## src/hw/rtl/suis_pkg.sv

```systemverilog
`timescale 1ns / 1ps
// ----------------------------------------------------------------------------
// suis_pkg: shared types and constants for the sorted unique ID set
// Sizes, operation codes, transaction payload structs and the RAM request
// bundle used between the sequencer and the top level.
// ----------------------------------------------------------------------------
package suis_pkg;

    // Sizes
    localparam int CAPACITY  = 256;
    localparam int ID_BITS   = 16;
    localparam int IDX_W     = $clog2(CAPACITY);
    localparam int CNT_W     = $clog2(CAPACITY + 1);
    localparam int ADDR_W    = IDX_W + 1;
    localparam int RAM_DEPTH = 2 << IDX_W;

    // Field widths fixed by the interface
    localparam int OP_W    = 2;
    localparam int ITEM_W  = 16;
    localparam int LCOUNT_W = 9;

    // Operation codes
    localparam logic [OP_W-1:0] OP_MARK  = 2'd0;
    localparam logic [OP_W-1:0] OP_QUERY = 2'd1;
    localparam logic [OP_W-1:0] OP_CLEAR = 2'd2;

    // List select codes
    localparam logic SEL_WAVE = 1'b0;
    localparam logic SEL_PCM  = 1'b1;

    // Request transaction
    typedef struct packed {
        logic [OP_W-1:0]   operation;
        logic              list_select;
        logic [ITEM_W-1:0] item_id;
    } req_t;

    // Response transaction
    typedef struct packed {
        logic                was_present;
        logic                inserted;
        logic                full_error;
        logic [LCOUNT_W-1:0] list_count;
    } rsp_t;

    // RAM access bundle from the sequencer
    typedef struct packed {
        logic              we;
        logic [ADDR_W-1:0] waddr;
        logic [ID_BITS-1:0] wdata;
        logic [ADDR_W-1:0] raddr;
    } ram_req_t;

endpackage

```

## src/hw/rtl/suis_ctrl.sv

```systemverilog
`timescale 1ns / 1ps
// ----------------------------------------------------------------------------
// suis_ctrl: search and insert sequencer
// Binary search over the selected list with one shared comparator, then, for a mark of
// a new ID, an upward shift of later entries one word at a time and the insert.
// ----------------------------------------------------------------------------
module suis_ctrl
    import suis_pkg::*;
(
    input  logic               clk,
    input  logic               rst_n,
    input  logic               req_valid,
    input  req_t               req,
    output logic               req_stall,
    output ram_req_t           ram_req,
    input  logic [ID_BITS-1:0] ram_rdata,
    output logic               res_valid,
    output rsp_t               res,
    input  logic               res_ready
);

    typedef enum logic [6:0] {
        S_IDLE  = 7'b0000001,
        S_SRCH  = 7'b0000010,
        S_CMP   = 7'b0000100,
        S_SH_RD = 7'b0001000,
        S_SH_WR = 7'b0010000,
        S_INS   = 7'b0100000,
        S_RESP  = 7'b1000000
    } state_t;

    state_t state_reg, state_next;

    logic [OP_W-1:0]    op_reg, op_next;
    logic               sel_reg, sel_next;
    logic [ID_BITS-1:0] id_reg, id_next;
    logic [CNT_W-1:0]   lo_reg, lo_next;
    logic [CNT_W-1:0]   hi_reg, hi_next;
    logic [CNT_W-1:0]   pos_reg, pos_next;
    logic               present_reg, present_next;
    logic               ins_reg, ins_next;
    logic               full_reg, full_next;
    logic [CNT_W-1:0]   wave_count_reg, wave_count_next;
    logic [CNT_W-1:0]   pcm_count_reg, pcm_count_next;

    logic [31:0]        item_ext;
    logic [ID_BITS-1:0] in_id;
    logic [CNT_W-1:0]   in_count;
    logic [CNT_W-1:0]   cnt_sel;
    logic [CNT_W:0]     mid_sum;
    logic [CNT_W-1:0]   mid;
    logic [CNT_W-1:0]   hi_dec;
    logic [31:0]        cnt_ext;
    logic               id_lt;
    logic               id_eq;

    // Incoming ID masked to ID_BITS
    assign item_ext = {{(32 - ITEM_W){1'b0}}, req.item_id};
    assign in_id    = item_ext[ID_BITS-1:0];
    assign in_count = (req.list_select == SEL_PCM) ? pcm_count_reg : wave_count_reg;
    assign cnt_sel  = (sel_reg == SEL_PCM) ? pcm_count_reg : wave_count_reg;

    // Midpoint and shift index arithmetic
    assign mid_sum = {1'b0, lo_reg} + {1'b0, hi_reg};
    assign mid     = mid_sum[CNT_W:1];
    assign hi_dec  = hi_reg - {{(CNT_W - 1){1'b0}}, 1'b1};

    // Shared comparator
    assign id_lt = id_reg < ram_rdata;
    assign id_eq = id_reg == ram_rdata;

    assign req_stall = (state_reg != S_IDLE);
    assign res_valid = (state_reg == S_RESP);

    // Response fields
    assign cnt_ext         = {{(32 - CNT_W){1'b0}}, cnt_sel};
    assign res.was_present = present_reg;
    assign res.inserted    = ins_reg;
    assign res.full_error  = full_reg;
    assign res.list_count  = cnt_ext[LCOUNT_W-1:0];

    // Sequencer
    always_comb
    begin
        state_next      = state_reg;
        op_next         = op_reg;
        sel_next        = sel_reg;
        id_next         = id_reg;
        lo_next         = lo_reg;
        hi_next         = hi_reg;
        pos_next        = pos_reg;
        present_next    = present_reg;
        ins_next        = ins_reg;
        full_next       = full_reg;
        wave_count_next = wave_count_reg;
        pcm_count_next  = pcm_count_reg;
        ram_req.we      = 1'b0;
        ram_req.waddr   = {sel_reg, hi_reg[IDX_W-1:0]};
        ram_req.wdata   = ram_rdata;
        ram_req.raddr   = {sel_reg, mid[IDX_W-1:0]};

        case (state_reg)
            S_IDLE:
            begin
                if (req_valid)
                begin
                    op_next      = req.operation;
                    sel_next     = req.list_select;
                    id_next      = in_id;
                    lo_next      = '0;
                    hi_next      = in_count;
                    present_next = 1'b0;
                    ins_next     = 1'b0;
                    full_next    = 1'b0;
                    state_next   = S_RESP;
                    if (req.operation == OP_CLEAR)
                    begin
                        wave_count_next = '0;
                        pcm_count_next  = '0;
                    end
                    else if ((req.operation inside {OP_MARK, OP_QUERY}) && in_id != '0)
                    begin
                        state_next = S_SRCH;
                    end
                end
            end

            // Issue a read at the midpoint, or finish the search
            S_SRCH:
            begin
                if (lo_reg < hi_reg)
                begin
                    pos_next   = mid;
                    state_next = S_CMP;
                end
                else
                begin
                    pos_next = lo_reg;
                    if (op_reg != OP_MARK)
                    begin
                        state_next = S_RESP;
                    end
                    else if (cnt_sel >= CNT_W'(CAPACITY))
                    begin
                        full_next  = 1'b1;
                        state_next = S_RESP;
                    end
                    else
                    begin
                        hi_next    = cnt_sel;
                        state_next = S_SH_RD;
                    end
                end
            end

            // Narrow the range on the read word
            S_CMP:
            begin
                if (id_eq)
                begin
                    present_next = 1'b1;
                    state_next   = S_RESP;
                end
                else if (id_lt)
                begin
                    hi_next    = pos_reg;
                    state_next = S_SRCH;
                end
                else
                begin
                    lo_next    = pos_reg + {{(CNT_W - 1){1'b0}}, 1'b1};
                    state_next = S_SRCH;
                end
            end

            // Read entry j-1 while j is above the insert point
            S_SH_RD:
            begin
                ram_req.raddr = {sel_reg, hi_dec[IDX_W-1:0]};
                if (hi_reg > pos_reg)
                begin
                    state_next = S_SH_WR;
                end
                else
                begin
                    state_next = S_INS;
                end
            end

            // Move it up into entry j
            S_SH_WR:
            begin
                ram_req.we = 1'b1;
                hi_next    = hi_dec;
                state_next = S_SH_RD;
            end

            S_INS:
            begin
                ram_req.we    = 1'b1;
                ram_req.waddr = {sel_reg, pos_reg[IDX_W-1:0]};
                ram_req.wdata = id_reg;
                ins_next      = 1'b1;
                if (sel_reg == SEL_PCM)
                begin
                    pcm_count_next = pcm_count_reg + {{(CNT_W - 1){1'b0}}, 1'b1};
                end
                else
                begin
                    wave_count_next = wave_count_reg + {{(CNT_W - 1){1'b0}}, 1'b1};
                end
                state_next = S_RESP;
            end

            S_RESP:
            begin
                if (res_ready)
                begin
                    state_next = S_IDLE;
                end
            end

            default:
            begin
                state_next = S_IDLE;
            end
        endcase
    end

    // Control state
    always_ff @(posedge clk or negedge rst_n)
    begin
        if (!rst_n)
        begin
            state_reg      <= S_IDLE;
            wave_count_reg <= '0;
            pcm_count_reg  <= '0;
        end
        else
        begin
            state_reg      <= state_next;
            wave_count_reg <= wave_count_next;
            pcm_count_reg  <= pcm_count_next;
        end
    end

    // Working registers
    always_ff @(posedge clk)
    begin
        op_reg      <= op_next;
        sel_reg     <= sel_next;
        id_reg      <= id_next;
        lo_reg      <= lo_next;
        hi_reg      <= hi_next;
        pos_reg     <= pos_next;
        present_reg <= present_next;
        ins_reg     <= ins_next;
        full_reg    <= full_next;
    end

endmodule

```

## config.mk

```make
export PLATFORM = sky130hd
export DESIGN_NAME = suis_ctrl
export DESIGN_NICKNAME = d
export VERILOG_FILES = /design/src/hw/rtl/suis_pkg.sv /design/src/hw/rtl/suis_ctrl.sv
export SDC_FILE = /design/constraint.sdc
export NUM_CORES = 1
export LEC_CHECK = 0
export ABC_AREA = 1
export BUFFER_PORTS_ARGS = -buffer_cell sky130_fd_sc_hd__buf_4
export CORE_ASPECT_RATIO = 0.6
export CORE_UTILIZATION = 63
export CTS_CLUSTER_DIAMETER = 120
export DETAILED_ROUTE_END_ITERATION = 8
export MAX_ROUTING_LAYER = met4
export PLACE_DENSITY = 0.87
export SLEW_MARGIN = 15
export SYNTH_ARGS = -nofsm -noshare
export SYNTH_HDL_FRONTEND = slang
export SYNTH_SLANG_ARGS = --single-unit
```

## constraint.sdc

```tcl
create_clock -name clk -period 7.2 [get_ports clk]
set_clock_uncertainty 0.2 [all_clocks]
set_input_delay 0.72 -clock clk [delete_from_list [all_inputs] [get_ports clk]]
set_output_delay 0.72 -clock clk [all_outputs]
set_load 0.05 [all_outputs]
```

; After elaboration in Yosys (flattened, before gate mapping)
; Cells that the tools add are included.
; Widths: inputs -> output; s select.
[word_totals]
register_bits = 74
input_bits = 39
out_inout_bits = 49
word_cells = 105
[op_classes]
add_sub_neg = 5
magnitude_cmp = 4
n_eq_ne = 24
mux = 41
n_reduce_logical = 19
[op_table]
columns = operator, count
row1 = $mux 9, 16
row2 = $mux 7, 8
row3 = $pmux 9 s2, 3
row4 = $pmux 7 s7, 1
row5 = $pmux 9 s4, 1
row6 = $add 9x1->9 const B, 3
row7 = $mux 24, 1
row8 = $ne 2x2->1 const B, 12
row9 = $eq 16x16->1, 1
row10 = $lt 16x16->1, 1
row11 = $reduce_bool 16->1, 1
row12 = $reduce_and 4->1, 3
row13 = $add 9x9->10, 1
row14 = $reduce_bool 2->1, 5
row15 = $ge 9x9->1 const B, 1
row16 = $gt 9x9->1, 1
row17 = $lt 9x9->1, 1
row18 = $sub 9x1->9 const B, 1
row19 = $mux 8, 1
row20 = $eq 7x1->1 const B, 1
row21 = $eq 7x2->1 const B, 1
row22 = $eq 7x3->1 const B, 1
row23 = $eq 7x4->1 const B, 1
row24 = $eq 7x5->1 const B, 1
row25 = 17 further kinds, 26

; Depth between registers and ports, before layout
[logic_depth]
ltp_word = 7
ltp_mapped = 12
depth_no_buf = 12

; Worst setup path after synthesis
; No wires, ideal clock.
[synth_timing]
path_type = register -> output
from = register hi_reg[3]
to = output ram_req[3] (netlist name)
t_arrival_ns = 2.311
t_required_ns = 6.280
slack_ns = 3.969
path_stages_with_launch = 8
path_buffers = 0
cell_sequence = edfxtp_1 -> inv_1 -> ha_1 -> inv_1 -> a21oi_1 -> nand2_1 -> xor2_1 -> o21ai_0
[synth_rtl]
columns = item, line_no
row1 = start: declaration, suis_ctrl.sv:38  ; logic [CNT_W-1:0] hi_reg, hi_next;
row2 = start signal: assignment, suis_ctrl.sv:254  ; hi_reg <= hi_next;
row3 = end: declaration, suis_ctrl.sv:15  ; output ram_req_t ram_req,

==> metrics.cfg <==
[outcome]
status=finished, final reports clean

[synthesis]
synth-compound-area-share=0.1266
synth_top_area_frac=0.2613
synth-adder-area-share=0.1035
synthXorXnorAreaFrac=0.02644
synth_top_family_by_area=simple AND/OR/NAND/NOR gates
synth-simple-area-share=0.2766
ys_seq_area_frac=0.3726
synthCells=729
synth.avg_cell_area_um2=7.725
syn_nets=814
ys_types=53
synth-main-ff-cell=edfxtp_1
synth.area.mux_share=0.001777
synth_commonest_cells=nand2_1 (198), inv_1 (91), o21ai_0 (65)
netlist_area_um2=5632
ys.warnings.count=0
synth_area_leaders=edfxtp_1 (26%), nand2_1 (13%), dfrtp_1 (11%), ha_1 (10%), inv_1 (6.1%)
async_flop_share=0.3378
yosysTopAreaCell=edfxtp_1
synth_edf_count=49
ys_seq_elements=74
synth.most_common_cell=nand2_1

[placed_design]
port_buffers=87
placed_cell_area_um2=6272
hpwl_um=12270
pre_cts_slack_ps=4029
gp_congestion=1.057
placedCellCount=904

[critical_path]
path_cells=nor2_1 -> nand2_2 -> inv_1 -> nand4_1 -> inv_1 -> nand2_1 -> o21ai_0 -> buf_4
path_class=register to output pin
cp-start-kind=register
cpPeakStageDelay_ps=520
critPathMaxFanout=12
cp-end-kind=output pin
crit_path_frequent_cell=inv_1
critPathArrivalTime_ps=2600
crit_family=simple AND/OR/NAND/NOR gates
path_buf_inv=3
r2r_start=state_reg[0]
critical_path.startpoint=state_reg[5]
critPathSlowestCell=nand4_1
critPathRequiredTime_ps=6280

[timing]
drv_slew=0
relSlewSlack=0.3224
worst_pin_slew_ps=1015
setup_ws_ps=3678
min_period_over_period=0.4891
min_period_ps=3522
setup_tns_ps=0
setup_violations=0
rsz0062_at_grt=false
timing.fmax_mhz=283.9
hold_violations=0
whs_ps=84.48

[final_layout]
design_area_um2=6614
fin_cells=920
num_antenna_cells=0
drive_gt1_frac=0.1683
final_core_util=0.7701
nFillCells=566
syn_to_final_growth_pct=17.44
largest_reg_flops=16
final_nets=888

[clocking]
ctsResizeCount=0
cts_tree=done
clkTransAtPathRegs_ps=60
cts_setup_buffers=0
clock_latency_ps=340
htree_levels=3
clockBufferDepth=2
cts.sinks=74
clk_root_buffer_cell=clkbuf_16
postCtsHoldBufs=0
numCtsBuffers=9

[floorplan]
die_w_um=124.1
ios=88
dieArea_um2=9334
die_h_um=75.24
start_util=0.6557
num_rows=26
coreArea_um2=8588

[global_routing]
grt_pass1_wl_um=24330
grt_max_degree=62
track_usage=0.3630
grt_pass1_vias=4861
antenna_found_initial=0
gr-total-overflow=0

[route]
wl_per_cell_um=17.32
vias=5488
drt.antenna.violating_nets=0
route.detailed.drc=0
wl_um=15930
drt_iter0_markers=786
via_per_inst=5.965
firstDrtPassIters=6

[pwr]
power_leakage_nw=3.111
pwr_density_cell_nw_per_um2=467.1
total_power_mw=3.089
peakVddDrop_mv=0.3300

[worst_hold_path]
min_path_type=input port to async pin

[flow_run]
max-cap-violations=0

## kinds of logic after synthesis
group / Yosys count
AOI/OAI and AO/OA: 129
xor gates and xnor gates: 17
adders and majority gates: 46
buffers and inverters: 120
DFF: 74
muxes: 1
and+or+nand+nor: 342
## routing by layer
layer | vias up | global-route usage | share of wire
met2 | 381 | 0.5304 | 0.43
li1 | 2559 | - | -
met1 | 2511 | 0.5029 | 0.43
met5 | - | - | 0
met3 | 37 | 0.08258 | 0.12
met4 | 0 | 0.1098 | 0.017
## report_power, final
part / internal, mW / total (mW) / switching [mW]
sequential: 0.648 / 0.782 / 0.134
clock: 0.338 / 0.521 / 0.183
combinational: 0.514 / 1.79 / 1.27
total: 1.50 / 3.09 / 1.59
## final timing paths
check                                          to  slack (ps)  depth (start not counted)
max in group asynchronous            state_reg[0]        6400                          1
worst min-delay path             pcm_count_reg[7]          80                          1
worst max-delay path                   ram_req[0]        3680                          8
min in group clk                wave_count_reg[3]         350                          2
worst max register to register          lo_reg[6]        3990                         10
worst min register to register  wave_count_reg[3]         350                          2
## placed cells by master (no fill, tap or decap), drive strengths merged, types with 9 or more instances in the layout
cell type / Yosys / final
nor3: 13 / 13
edfxtp: 49 / 49
xor2: 15 / 15
clkbuf: 5 / 9
a21oi: 33 / 33
dfrtp: 24 / 24
ha: 45 / 45
nand2: 206 / 206
nand3: 35 / 35
o21ai: 76 / 76
inv: 95 / 96
nor2: 62 / 62
nand4: 13 / 13
buf: 19 / 87
## area by class of cell
cell class | count | area (µm²) | area share
clock buffer | 9 | 225.2 | 0.03405
clock inverter | 7 | 116.4 | 0.01759
inverter | 96 | 367.9 | 0.05562
multi-input combinational | 535 | 3013 | 0.4555
sequential | 74 | 2098 | 0.3173
tap | 112 | 140.1 | 0.02119
timing repair buffer | 87 | 653.1 | 0.09875
Note: power is estimated with default switching activity, not from simulation.
